## src/hw/rtl/ohd_pkg.sv

```systemverilog
// ----------------------------------------------------------------------------
// ohd_pkg: shared types and constants of the ordered hash dictionary engine
// Store sizes, hash constants, operation codes, item and status structs, states
// ----------------------------------------------------------------------------
`default_nettype none

package ohd_pkg;

    localparam int ENTRY_DEPTH = 256;
    localparam int INDEX_DEPTH = 512;
    localparam int EA_W        = $clog2(ENTRY_DEPTH);
    localparam int IA_W        = $clog2(INDEX_DEPTH);
    localparam int CNT_W       = $clog2(ENTRY_DEPTH + 1);
    localparam int CUR_W       = 9;
    localparam int QUEUE_DEPTH = 2;
    localparam int QA_W        = $clog2(QUEUE_DEPTH);

    localparam logic [63:0] C_GOLD     = 64'h9E3779B97F4A7C15;
    localparam logic [63:0] C_MIX1     = 64'hBF58476D1CE4E5B9;
    localparam logic [63:0] C_MIX2     = 64'h94D049BB133111EB;
    localparam logic [63:0] SEED_RESET = 64'h00000000A0761D64;

    localparam logic [1:0] MODE_GET  = 2'd0;
    localparam logic [1:0] MODE_PUT  = 2'd1;
    localparam logic [1:0] MODE_DEL  = 2'd2;
    localparam logic [1:0] MODE_ITER = 2'd3;

    localparam logic STATUS_OK   = 1'b0;
    localparam logic STATUS_FULL = 1'b1;

    typedef struct packed {
        logic [1:0]       mode;
        logic [63:0]      key;
        logic [63:0]      value;
        logic [CUR_W-1:0] cursor;
        logic [63:0]      hash;
    } item_t;

    typedef struct packed {
        logic full;
        logic empty;
    } q_status_t;

    typedef struct packed {
        logic clearing;
    } back_status_t;

    typedef enum logic [2:0] {
        F_IDLE,
        F_PRE,
        F_MUL0,
        F_MUL1,
        F_MUL2,
        F_POST,
        F_PUSH
    } front_state_t;

    typedef enum logic [3:0] {
        B_IDLE,
        B_LK_RD,
        B_LK_CHK,
        B_LK_ENT,
        B_IT_RD,
        B_IT_CHK,
        B_CP_RD,
        B_CP_WR,
        B_IX_CLR,
        B_RB_RD,
        B_RB_HASH,
        B_FS_RD,
        B_FS_CHK,
        B_INS,
        B_DONE
    } back_state_t;

    typedef enum logic [1:0] {
        AFT_BOOT,
        AFT_DEL,
        AFT_PUT
    } after_t;

endpackage

`default_nettype wire

```

## src/hw/rtl/ohd_queue.sv

```systemverilog
// ----------------------------------------------------------------------------
// ohd_queue: short item queue between front and back
// Two-entry first-in first-out buffer of hashed items
// ----------------------------------------------------------------------------
`default_nettype none

module ohd_queue (
    input  wire logic               clk,
    input  wire logic               rst_n,
    input  wire logic               push,
    input  wire ohd_pkg::item_t     item_in,
    input  wire logic               pop,
    output ohd_pkg::item_t          item_out,
    output ohd_pkg::q_status_t      q_st
);

    ohd_pkg::item_t                q_mem [ohd_pkg::QUEUE_DEPTH];
    logic [ohd_pkg::QA_W-1:0]      wr_ptr_reg;
    logic [ohd_pkg::QA_W-1:0]      rd_ptr_reg;
    logic [ohd_pkg::QA_W:0]        cnt_reg;
    logic                          do_push;
    logic                          do_pop;

    assign q_st.full  = (cnt_reg == (ohd_pkg::QA_W + 1)'(ohd_pkg::QUEUE_DEPTH));
    assign q_st.empty = (cnt_reg == '0);
    assign do_push    = push && !q_st.full;
    assign do_pop     = pop && !q_st.empty;
    assign item_out   = q_mem[rd_ptr_reg];

    always_ff @(posedge clk or negedge rst_n)
    begin
        if (!rst_n)
        begin
            wr_ptr_reg <= '0;
            rd_ptr_reg <= '0;
            cnt_reg    <= '0;
        end
        else
        begin
            if (do_push)
            begin
                wr_ptr_reg <= wr_ptr_reg + 1'b1;
            end
            if (do_pop)
            begin
                rd_ptr_reg <= rd_ptr_reg + 1'b1;
            end
            if (do_push && !do_pop)
            begin
                cnt_reg <= cnt_reg + 1'b1;
            end
            else if (do_pop && !do_push)
            begin
                cnt_reg <= cnt_reg - 1'b1;
            end
        end
    end

    always_ff @(posedge clk)
    begin
        if (do_push)
        begin
            q_mem[wr_ptr_reg] <= item_in;
        end
    end

endmodule

`default_nettype wire

```

## config.mk

```make
export PLATFORM = sky130hd
export DESIGN_NAME = ohd_queue
export DESIGN_NICKNAME = d
export VERILOG_FILES = /design/src/hw/rtl/ohd_pkg.sv /design/src/hw/rtl/ohd_queue.sv
export SDC_FILE = /design/constraint.sdc
export NUM_CORES = 1
export LEC_CHECK = 0
export BUFFER_PORTS_ARGS = -buffer_cell sky130_fd_sc_hd__buf_4
export CAP_MARGIN = 15
export CORE_UTILIZATION = 35
export CTS_CLUSTER_SIZE = 30
export DETAILED_ROUTE_END_ITERATION = 16
export GPL_ROUTABILITY_DRIVEN = 0
export PLACE_DENSITY = 0.57
export SYNTH_ARGS = -nofsm -noshare
export SYNTH_HDL_FRONTEND = slang
export SYNTH_SLANG_ARGS = --single-unit
```

## constraint.sdc

```tcl
create_clock -name clk -period 11.03 [get_ports clk]
set_input_delay 3.309 -clock clk [delete_from_list [all_inputs] [get_ports clk]]
set_output_delay 3.309 -clock clk [all_outputs]
set_load 0.01 [all_outputs]
```

==> reports/metrics.cfg <==
[clocking]
cts_max_level = 2
cts_tree = done
postCtsSetupRepairBufs = 0
post_cts_resized = 0
holdBufCountCts = 0
worstSkewPairLatency_ns = 0.56
clockBufferDepth = 3
root_buffer = clkbuf_16
clkTransAtPathRegs_ns = 0.06
cts_sinks = 410
cts_buffers = 44

[timing]
period_share_pct = 56.4
finalMaxSlewViolations = 0
rsz0062_at_grt = false
relSlewSlack_pct = 32.7
hold_violations = 0
tightest_slew_ns = 1.01
tns_ns = 0
timing.fmax_mhz = 161
finalCriticalPeriod_ns = 6.22
setup_viol = 0
worst_clock_skew_ns = 0.0211

[hold_path]
min_to = cnt_reg[1]
hp-start = cnt_reg[1]
worstHoldPathCells = 1
hp-class = reg -> reg

[cells_and_area]
largest_reg_flops = 406
mostFrequentLayoutCell = buf_4
finalNetCount = 1299
fin_util_pct = 47.3
syn_to_final_growth_pct = 32.2
mostFrequentLayoutCells = buf_4, edfxtp_1, mux2_4
drive_above_1_share_pct = 60.2

[power_and_ir_drop]
cellLeakagePower_nw = 8.00
p_sw_mw = 1.54
power_frac_comb_pct = 33.9
p_int_mw = 3.92
seqPwrFrac_pct = 41.4
peakVddDrop_mv = 0.177
power.density_nw_per_um2 = 266
clkPwrFrac_pct = 24.7
switching_share_pct = 28.2

[logic_synthesis]
yosysWarnings = 0
ys_ff_latch = 410
postSynthCellCount = 651
synth_fp_nets = 859
yosys.area.top_type_share_pct = 78.6
avgSynthCellArea_um2 = 23.8
ys_top_cells_by_area = edfxtp_1, mux2_4, mux2_2
syn_area_um2 = 15500
yosysUniqueCellTypes = 15
yosysSeqAreaShare_pct = 79.3
yosys.area.top_type = edfxtp_1

[floorplan]
rows = 76
fp.dieH_um = 213
core_area_um2 = 43400
fp.dieW_um = 213
start_util_pct = 35.8
io_pins = 412
die_area_um2 = 45200

[detailed_routing]
vias = 7489
drt_pass1_iterations = 7
drc = 0
drt_iter0_markers = 364
route.final.wire_length_um = 33600
vias_per_cell = 4.38
routed_wire_length_per_instance_um = 19.6
ant_nets = 0

[worst_setup_path]
reg2reg_to = q_mem[0][23]
cp.arrival_ns = 2.91
worst-path-max-fanout = 53
endpoint_kind = output port
r2r_start = cnt_reg[0]
required_ns = 7.72
critical_path_class = reg -> out
rr_worst_depth = 4
reg2reg_slack_ns = 8.24
start_kind = flop

[run_status]
status = finished, final reports clean

[global_route]
grt_max_degree = 147
antenna_found_initial = 2
track_usage_pct = 14.4
grt_pass1_vias = 7890
grt_overflow = 0
grt_pass1_wl_um = 48100

[placement]
io_buffers = 411
dp_hpwl_um = 22300

[run]
cap_violations = 0

## per-stage QoR
step	area, um^2	hold slack [ns]	worst slack, ns	cells	power, mW
floorplan	15500	0.479	1.88	651	3.46
global route	20500	0.541	4.68	1709	5.72
detailed placement	19200	0.505	5.35	1630	4.19
CTS	20500	0.516	4.75	1708	5.56
finish	20500	0.518	4.81	1710	5.46
global placement	19200	0.507	5.40	1630	4.18
## cell type report
type | instances | area (um^2)
flip-flops and latches | 410 | 12300
fillers | 3778 | 22900
multi-input cells | 216 | 2990
inverters | 2 | 7.51
well taps | 585 | 732
diodes | 2 | 5.00
clock buffers | 59 | 1200
repair buffers | 417 | 3160
clock inverters | 19 | 119
## how the worst max path moves through the flow
stage,cells past startpoint,slack [ns],start,endpoint
6_report,3,4.81,rd_ptr_reg,item_out[24]
4_1_cts,3,4.75,rd_ptr_reg,item_out[24]
2_1_floorplan,2,1.88,push,q_mem[0][0]
3_3_place_gp,3,5.40,rd_ptr_reg,item_out[202]
5_1_grt,3,4.68,rd_ptr_reg,item_out[24]
3_5_place_dp,3,5.35,rd_ptr_reg,item_out[163]
## layer usage
layer | global-route usage, % | wire (um) | vias up
met1 | 16.6 | 12800 | 3711
met2 | 24.6 | 17100 | 261
met4 | 5.90 | 831 | 0
met5 | 0 | 0 | -
met3 | 4.99 | 2820 | 47
li1 | - | - | 3470
## cells in the mapped netlist
| library cell | number |
|---|---|
| and3_1 | 1 |
| buf_2 | 4 |
| buf_6 | 19 |
| dfrtp_1 | 4 |
| edfxtp_1 | 406 |
| ha_1 | 1 |
| inv_1 | 2 |
| mux2_2 | 43 |
| mux2_4 | 160 |
| nand2_1 | 1 |
| nand2b_1 | 1 |
| nor2_1 | 3 |
| o21ai_0 | 1 |
| xnor2_1 | 3 |
| xor2_1 | 2 |
## power groups by stage
stage / sequential [mW] / clock (mW) / combinational (mW)
3_5_place_dp: 2.30 / 0 / 1.89
2_1_floorplan: 2.30 / 0 / 1.16
4_1_cts: 2.27 / 1.40 / 1.89
6_report: 2.26 / 1.35 / 1.85
5_1_grt: 2.29 / 1.45 / 1.98
3_3_place_gp: 2.29 / 0 / 1.89
## worst max-delay path, stage by stage (launching register included)
cell     delay, ns
dfrtp_4       0.88
buf_4         0.84
mux2_4        0.36
buf_4         0.14
## cell families (layout without fill, tap and decap cells)
family,Yosys count,count (layout),synth area share [%]
flops,410,410,79.3
other cells,0,2,0
compound gates,1,1,0.0322
fa+ha+maj,1,1,0.0807
xor+xnor,5,5,0.282
mux,203,203,18.6
buf+inv,25,497,1.56
simple gates,6,6,0.178
Power figures use the tool's default switching activity.
