## src/hw/rtl/ohd_pkg.sv

```systemverilog
// ----------------------------------------------------------------------------
// ohd_pkg: shared types and constants of the ordered hash dictionary engine
// Store sizes, hash constants, operation codes, item and status structs, states
// ----------------------------------------------------------------------------
`default_nettype none

package ohd_pkg;

    localparam int ENTRY_DEPTH = 256;
    localparam int INDEX_DEPTH = 512;
    localparam int EA_W        = $clog2(ENTRY_DEPTH);
    localparam int IA_W        = $clog2(INDEX_DEPTH);
    localparam int CNT_W       = $clog2(ENTRY_DEPTH + 1);
    localparam int CUR_W       = 9;
    localparam int QUEUE_DEPTH = 2;
    localparam int QA_W        = $clog2(QUEUE_DEPTH);

    localparam logic [63:0] C_GOLD     = 64'h9E3779B97F4A7C15;
    localparam logic [63:0] C_MIX1     = 64'hBF58476D1CE4E5B9;
    localparam logic [63:0] C_MIX2     = 64'h94D049BB133111EB;
    localparam logic [63:0] SEED_RESET = 64'h00000000A0761D64;

    localparam logic [1:0] MODE_GET  = 2'd0;
    localparam logic [1:0] MODE_PUT  = 2'd1;
    localparam logic [1:0] MODE_DEL  = 2'd2;
    localparam logic [1:0] MODE_ITER = 2'd3;

    localparam logic STATUS_OK   = 1'b0;
    localparam logic STATUS_FULL = 1'b1;

    typedef struct packed {
        logic [1:0]       mode;
        logic [63:0]      key;
        logic [63:0]      value;
        logic [CUR_W-1:0] cursor;
        logic [63:0]      hash;
    } item_t;

    typedef struct packed {
        logic full;
        logic empty;
    } q_status_t;

    typedef struct packed {
        logic clearing;
    } back_status_t;

    typedef enum logic [2:0] {
        F_IDLE,
        F_PRE,
        F_MUL0,
        F_MUL1,
        F_MUL2,
        F_POST,
        F_PUSH
    } front_state_t;

    typedef enum logic [3:0] {
        B_IDLE,
        B_LK_RD,
        B_LK_CHK,
        B_LK_ENT,
        B_IT_RD,
        B_IT_CHK,
        B_CP_RD,
        B_CP_WR,
        B_IX_CLR,
        B_RB_RD,
        B_RB_HASH,
        B_FS_RD,
        B_FS_CHK,
        B_INS,
        B_DONE
    } back_state_t;

    typedef enum logic [1:0] {
        AFT_BOOT,
        AFT_DEL,
        AFT_PUT
    } after_t;

endpackage

`default_nettype wire

```

## src/hw/rtl/ohd_front.sv

```systemverilog
// ----------------------------------------------------------------------------
// ohd_front: input stage and key hash unit
// Takes one item, hashes key xor seed with a shared 32x32 multiplier, queues it
// ----------------------------------------------------------------------------
`default_nettype none

module ohd_front (
    input  wire logic                      clk,
    input  wire logic                      rst_n,
    input  wire logic                      push,
    output logic                           full,
    input  wire logic [1:0]                mode,
    input  wire logic [63:0]               key,
    input  wire logic [63:0]               value_in,
    input  wire logic [ohd_pkg::CUR_W-1:0] cursor,
    input  wire logic                      hash_seed_we,
    input  wire logic [63:0]               hash_seed_wdata,
    input  wire logic                      hold,
    input  wire ohd_pkg::q_status_t        q_st,
    output logic                           q_push,
    output ohd_pkg::item_t                 q_item
);

    ohd_pkg::front_state_t state_reg, state_next;
    logic                  round_reg, round_next;
    ohd_pkg::item_t        item_reg, item_next;
    logic [63:0]           y_reg, y_next;
    logic [63:0]           acc_reg, acc_next;
    logic [63:0]           seed_reg;

    logic [63:0] x_pre;
    logic [63:0] c_mul;
    logic [31:0] mul_a;
    logic [31:0] mul_b;
    logic [63:0] prod;
    logic        accept;

    assign full   = (state_reg != ohd_pkg::F_IDLE) || hold;
    assign accept = push && !full;
    assign q_item = item_reg;

    assign x_pre = (item_reg.key ^ seed_reg) + ohd_pkg::C_GOLD;
    assign c_mul = round_reg ? ohd_pkg::C_MIX2 : ohd_pkg::C_MIX1;
    assign mul_a = (state_reg == ohd_pkg::F_MUL1) ? y_reg[63:32] : y_reg[31:0];
    assign mul_b = (state_reg == ohd_pkg::F_MUL2) ? c_mul[63:32] : c_mul[31:0];
    assign prod  = 64'(mul_a) * 64'(mul_b);

    always_ff @(posedge clk or negedge rst_n)
    begin
        if (!rst_n)
        begin
            state_reg <= ohd_pkg::F_IDLE;
            round_reg <= 1'b0;
            seed_reg  <= ohd_pkg::SEED_RESET;
        end
        else
        begin
            state_reg <= state_next;
            round_reg <= round_next;
            if (hash_seed_we)
            begin
                seed_reg <= hash_seed_wdata;
            end
        end
    end

    always_ff @(posedge clk)
    begin
        item_reg <= item_next;
        y_reg    <= y_next;
        acc_reg  <= acc_next;
    end

    always_comb
    begin
        state_next = state_reg;
        round_next = round_reg;
        item_next  = item_reg;
        y_next     = y_reg;
        acc_next   = acc_reg;
        q_push     = 1'b0;
        unique case (state_reg)
            ohd_pkg::F_IDLE:
            begin
                if (accept)
                begin
                    item_next.mode   = mode;
                    item_next.key    = key;
                    item_next.value  = value_in;
                    item_next.cursor = cursor;
                    round_next       = 1'b0;
                    state_next       = ohd_pkg::F_PRE;
                end
            end
            ohd_pkg::F_PRE:
            begin
                y_next     = x_pre ^ (x_pre >> 30);
                state_next = ohd_pkg::F_MUL0;
            end
            ohd_pkg::F_MUL0:
            begin
                acc_next   = prod;
                state_next = ohd_pkg::F_MUL1;
            end
            ohd_pkg::F_MUL1:
            begin
                acc_next   = acc_reg + {prod[31:0], 32'd0};
                state_next = ohd_pkg::F_MUL2;
            end
            ohd_pkg::F_MUL2:
            begin
                acc_next   = acc_reg + {prod[31:0], 32'd0};
                state_next = ohd_pkg::F_POST;
            end
            ohd_pkg::F_POST:
            begin
                if (!round_reg)
                begin
                    y_next     = acc_reg ^ (acc_reg >> 27);
                    round_next = 1'b1;
                    state_next = ohd_pkg::F_MUL0;
                end
                else
                begin
                    item_next.hash = acc_reg ^ (acc_reg >> 31);
                    state_next     = ohd_pkg::F_PUSH;
                end
            end
            ohd_pkg::F_PUSH:
            begin
                if (!q_st.full)
                begin
                    q_push     = 1'b1;
                    state_next = ohd_pkg::F_IDLE;
                end
            end
            default:
            begin
                state_next = ohd_pkg::F_IDLE;
            end
        endcase
    end

endmodule

`default_nettype wire

```

## config.mk

```make
export PLATFORM = sky130hd
export DESIGN_NAME = ohd_front
export DESIGN_NICKNAME = d
export VERILOG_FILES = /design/src/hw/rtl/ohd_pkg.sv /design/src/hw/rtl/ohd_front.sv
export SDC_FILE = /design/constraint.sdc
export NUM_CORES = 2
export LEC_CHECK = 0
export BUFFER_PORTS_ARGS = -buffer_cell sky130_fd_sc_hd__clkbuf_2
export CAP_MARGIN = 20
export CELL_PAD_IN_SITES_DETAIL_PLACEMENT = 1
export CELL_PAD_IN_SITES_GLOBAL_PLACEMENT = 1
export CORE_MARGIN = 3
export CORE_UTILIZATION = 50
export CTS_CLUSTER_DIAMETER = 200
export DETAILED_ROUTE_END_ITERATION = 10
export PLACE_DENSITY = 0.82
export RECOVER_POWER = 50
export REMOVE_ABC_BUFFERS = 1
export SYNTH_ARGS = -nofsm -noshare
export SYNTH_HDL_FRONTEND = slang
export SYNTH_SLANG_ARGS = --single-unit
```

## constraint.sdc

```tcl
create_clock -name clk -period 16.5 [get_ports clk]
set_clock_uncertainty 0.15 [all_clocks]
set_input_delay 2.475 -clock clk [delete_from_list [all_inputs] [get_ports clk]]
set_output_delay 2.475 -clock clk [all_outputs]
set_load 0.01 [all_outputs]
```

==> metrics.cfg <==
[global_route]
grt_usage = 0.3577
grt_overflow = 0
grt_pass1_wl_mm = 260.8
antenna_found_initial = 3
use_met3 = 0.06732
use_met1 = 0.4367
grt_max_degree = 76
grt_busiest_layer = met2
met2_usage = 0.5960
grt_pass1_vias = 40660

[floorplanning]
die_area_mm2 = 0.1002
core_area_mm2 = 0.09529
die-height_um = 316.5
row_count = 113
ios = 415
initial_core_util = 0.5059
die-width_um = 316.5

[outcome]
status = finished with violations
failed_checks = max-capacitance violations, max-slew violations

[setup_path]
r2r_cells = 37
path_buf_inv = 7
path_delay_family = adder cells
timing.rr.start = round_reg
max_stage_delay_ns = 1.60
crit_top_cell = fa_1
crit_path_end_kind = register
timing.rr.end = acc_reg[62]
cp_slowest_cell = clkbuf_1
setup.worst_path.start_class = register
crit_required_ns = 16.69
ff2ff_setup_slack_ns = 3.34
cp.arrival_ns = 13.35
path_max_fanout = 33
path_class = register to register

[sta]
worst_slew_pin_slew_ns = 4.058
clock.fmax_mhz = 76.01
min_period_ns = 13.16
setup_viol = 0
relSlewSlack = -1.706
maxSlewViolCount = 328
final-hold-violation-count = 0
period_share = 0.7974
fin_tns_setup_ns = 0
rsz0062_at_grt = no

[routing]
wl_mm = 174.9
post_drt_wl_per_cell_um = 28.54
viasPerCell = 5.797
first_iter_violations = 3071
drc = 0
num_vias = 35530
first_pass_iters = 5
detail-route-antenna-nets = 0

[clock_network]
clock_latency_ns = 0.60
post_cts_buffers = 0
cts_tree = done
cts_inserted_buffers = 43
path_clk_slew_ns = 0.07
root_buffer = clkbuf_16
numClockSinks = 399
ctsHtreeMaxLevel = 2
cts_buffer_depth = 3
hold_buffers = 0
cts_resized = 0

[synthesis]
synthCells = 4461
yosysMostFrequentCell = inv_1
netlist_area_mm2 = 0.04821
async_reset_ff_frac = 0.1704
syn_area_per_cell_um2 = 10.81
ys_ff_latch = 399
synthAdderAreaFrac = 0.4383
synth_top_family_by_area = adder cells
synth_edf_count = 331
ys_top_cells_by_area = fa_1 34%, edfxtp_1 21%, ha_1 9.7%
synth_top_cell_by_area = fa_1
synth_mux_area_frac = 0.02393
ys_types = 83
synth_seq_area_share = 0.2418
yosys-top-cells-count = 909 x inv_1, 823 x fa_1, 372 x ha_1
synth_compound_area_frac = 0.06151
synthXorXnorAreaFrac = 0.06226
synth-simple-area-share = 0.09026
netlist.area_leader.share = 0.3418
ys.flop_type = edfxtp_1
yosysWarningCount = 0

[worst_hold_path]
hp-class = register to register
hold_depth = 1
min_to = seed_reg[45]
min_from = seed_reg[45]

[place]
gp_congestion = 1.010
place_hpwl_mm = 145.9
portBuffers = 413

[run]
maxCapViolCount = 8

[final_layout]
areaGrowthSynthToFinish_pct = 10.02
multi_input_area_mm2 = 0.03267
fill_cells = 10410
largest_reg_flops = 203
nNetsFinal = 6234
drive_gt1_frac = 0.1353
regArea_mm2 = 0.01166

==> cells in the final DEF (no fill, tap or decap), types with 9 or more instances in the layout <==
cell	netlist	routed
a21o_1	66	66
clkinv_1	3	9
nor3_1	26	26
fa_1	823	823
nor2_1	321	320
and2_1	73	72
buf_4	0	40
nand2b_1	45	45
clkbuf_1	129	50
o21ai_0	103	103
xor2_1	156	156
nand2_1	205	205
clkbuf_2	0	384
o21bai_1	19	19
nand4_1	33	33
mux2i_1	26	18
mux2_2	78	72
clkbuf_16	0	43
xnor2_1	177	177
inv_1	909	909
dfrtp_1	54	53
a21boi_0	9	9
dfstp_2	14	14
nor2b_1	72	72
a31oi_1	16	16
edfxtp_1	331	331
and3_1	17	17
o31ai_1	18	18
a211oi_1	14	15
or2_2	49	49
nand3_1	34	33
a21oi_1	155	155
ha_1	372	366
==> logic make-up after synthesis <==
logic type	Yosys count
adders and majority gates	1195
buffers and inverters	1050
DFF	399
and+or+nand+nor	908
xor gates and xnor gates	337
AOI/OAI and AO/OA	467
muxes	105
==> layout make-up <==
cell class | instances | share of cell area
inverters | 914 | 0.06468
well taps | 1265 | 0.02984
repair buffers | 459 | 0.04437
clock buffers | 62 | 0.02239
multi-input cells | 3012 | 0.6159
diodes | 1 | 0.00004718
clock inverters | 16 | 0.002972
flip-flops and latches | 399 | 0.2198
==> worst max path at each step <==
stage	startpoint	end	slack [ns]	depth (start not counted)
3_5_place_dp	state_reg[2]	acc_reg[62]	4.37	38
2_1_floorplan	state_reg[2]	acc_reg[62]	5.82	37
6_report	round_reg	acc_reg[62]	3.34	37
5_1_grt	round_reg	acc_reg[62]	3.01	37
3_3_place_gp	state_reg[2]	acc_reg[62]	4.61	39
4_1_cts	state_reg[2]	acc_reg[62]	4.41	38
==> metal layers <==
| layer | part of all wire | up-vias | routed length, um |
|---|---|---|---|
| li1 | - | 14770 | - |
| met1 | 0.36 | 18340 | 63740 |
| met2 | 0.48 | 1830 | 83960 |
| met3 | 0.082 | 579 | 14270 |
| met4 | 0.074 | 2 | 12920 |
| met5 | 0.000046 | - | 8 |
==> metrics by stage <==
step	setup slack (ns)	hold slack (ns)	utilization	instances	area [um2]
2_1_floorplan	5.823	0.3453	-	4325	47690
3_3_place_gp	4.614	0.3608	0.5434	6048	51780
3_5_place_dp	4.371	0.3678	0.5437	6049	51810
4_1_cts	4.410	0.3808	0.5578	6127	53150
5_1_grt	3.008	0.3965	0.5566	6128	53040
6_report	3.344	0.3784	0.5566	6128	53040
Power is not shown: default switching activity piles up to over one toggle a cycle in this logic, so the estimate is an artifact.
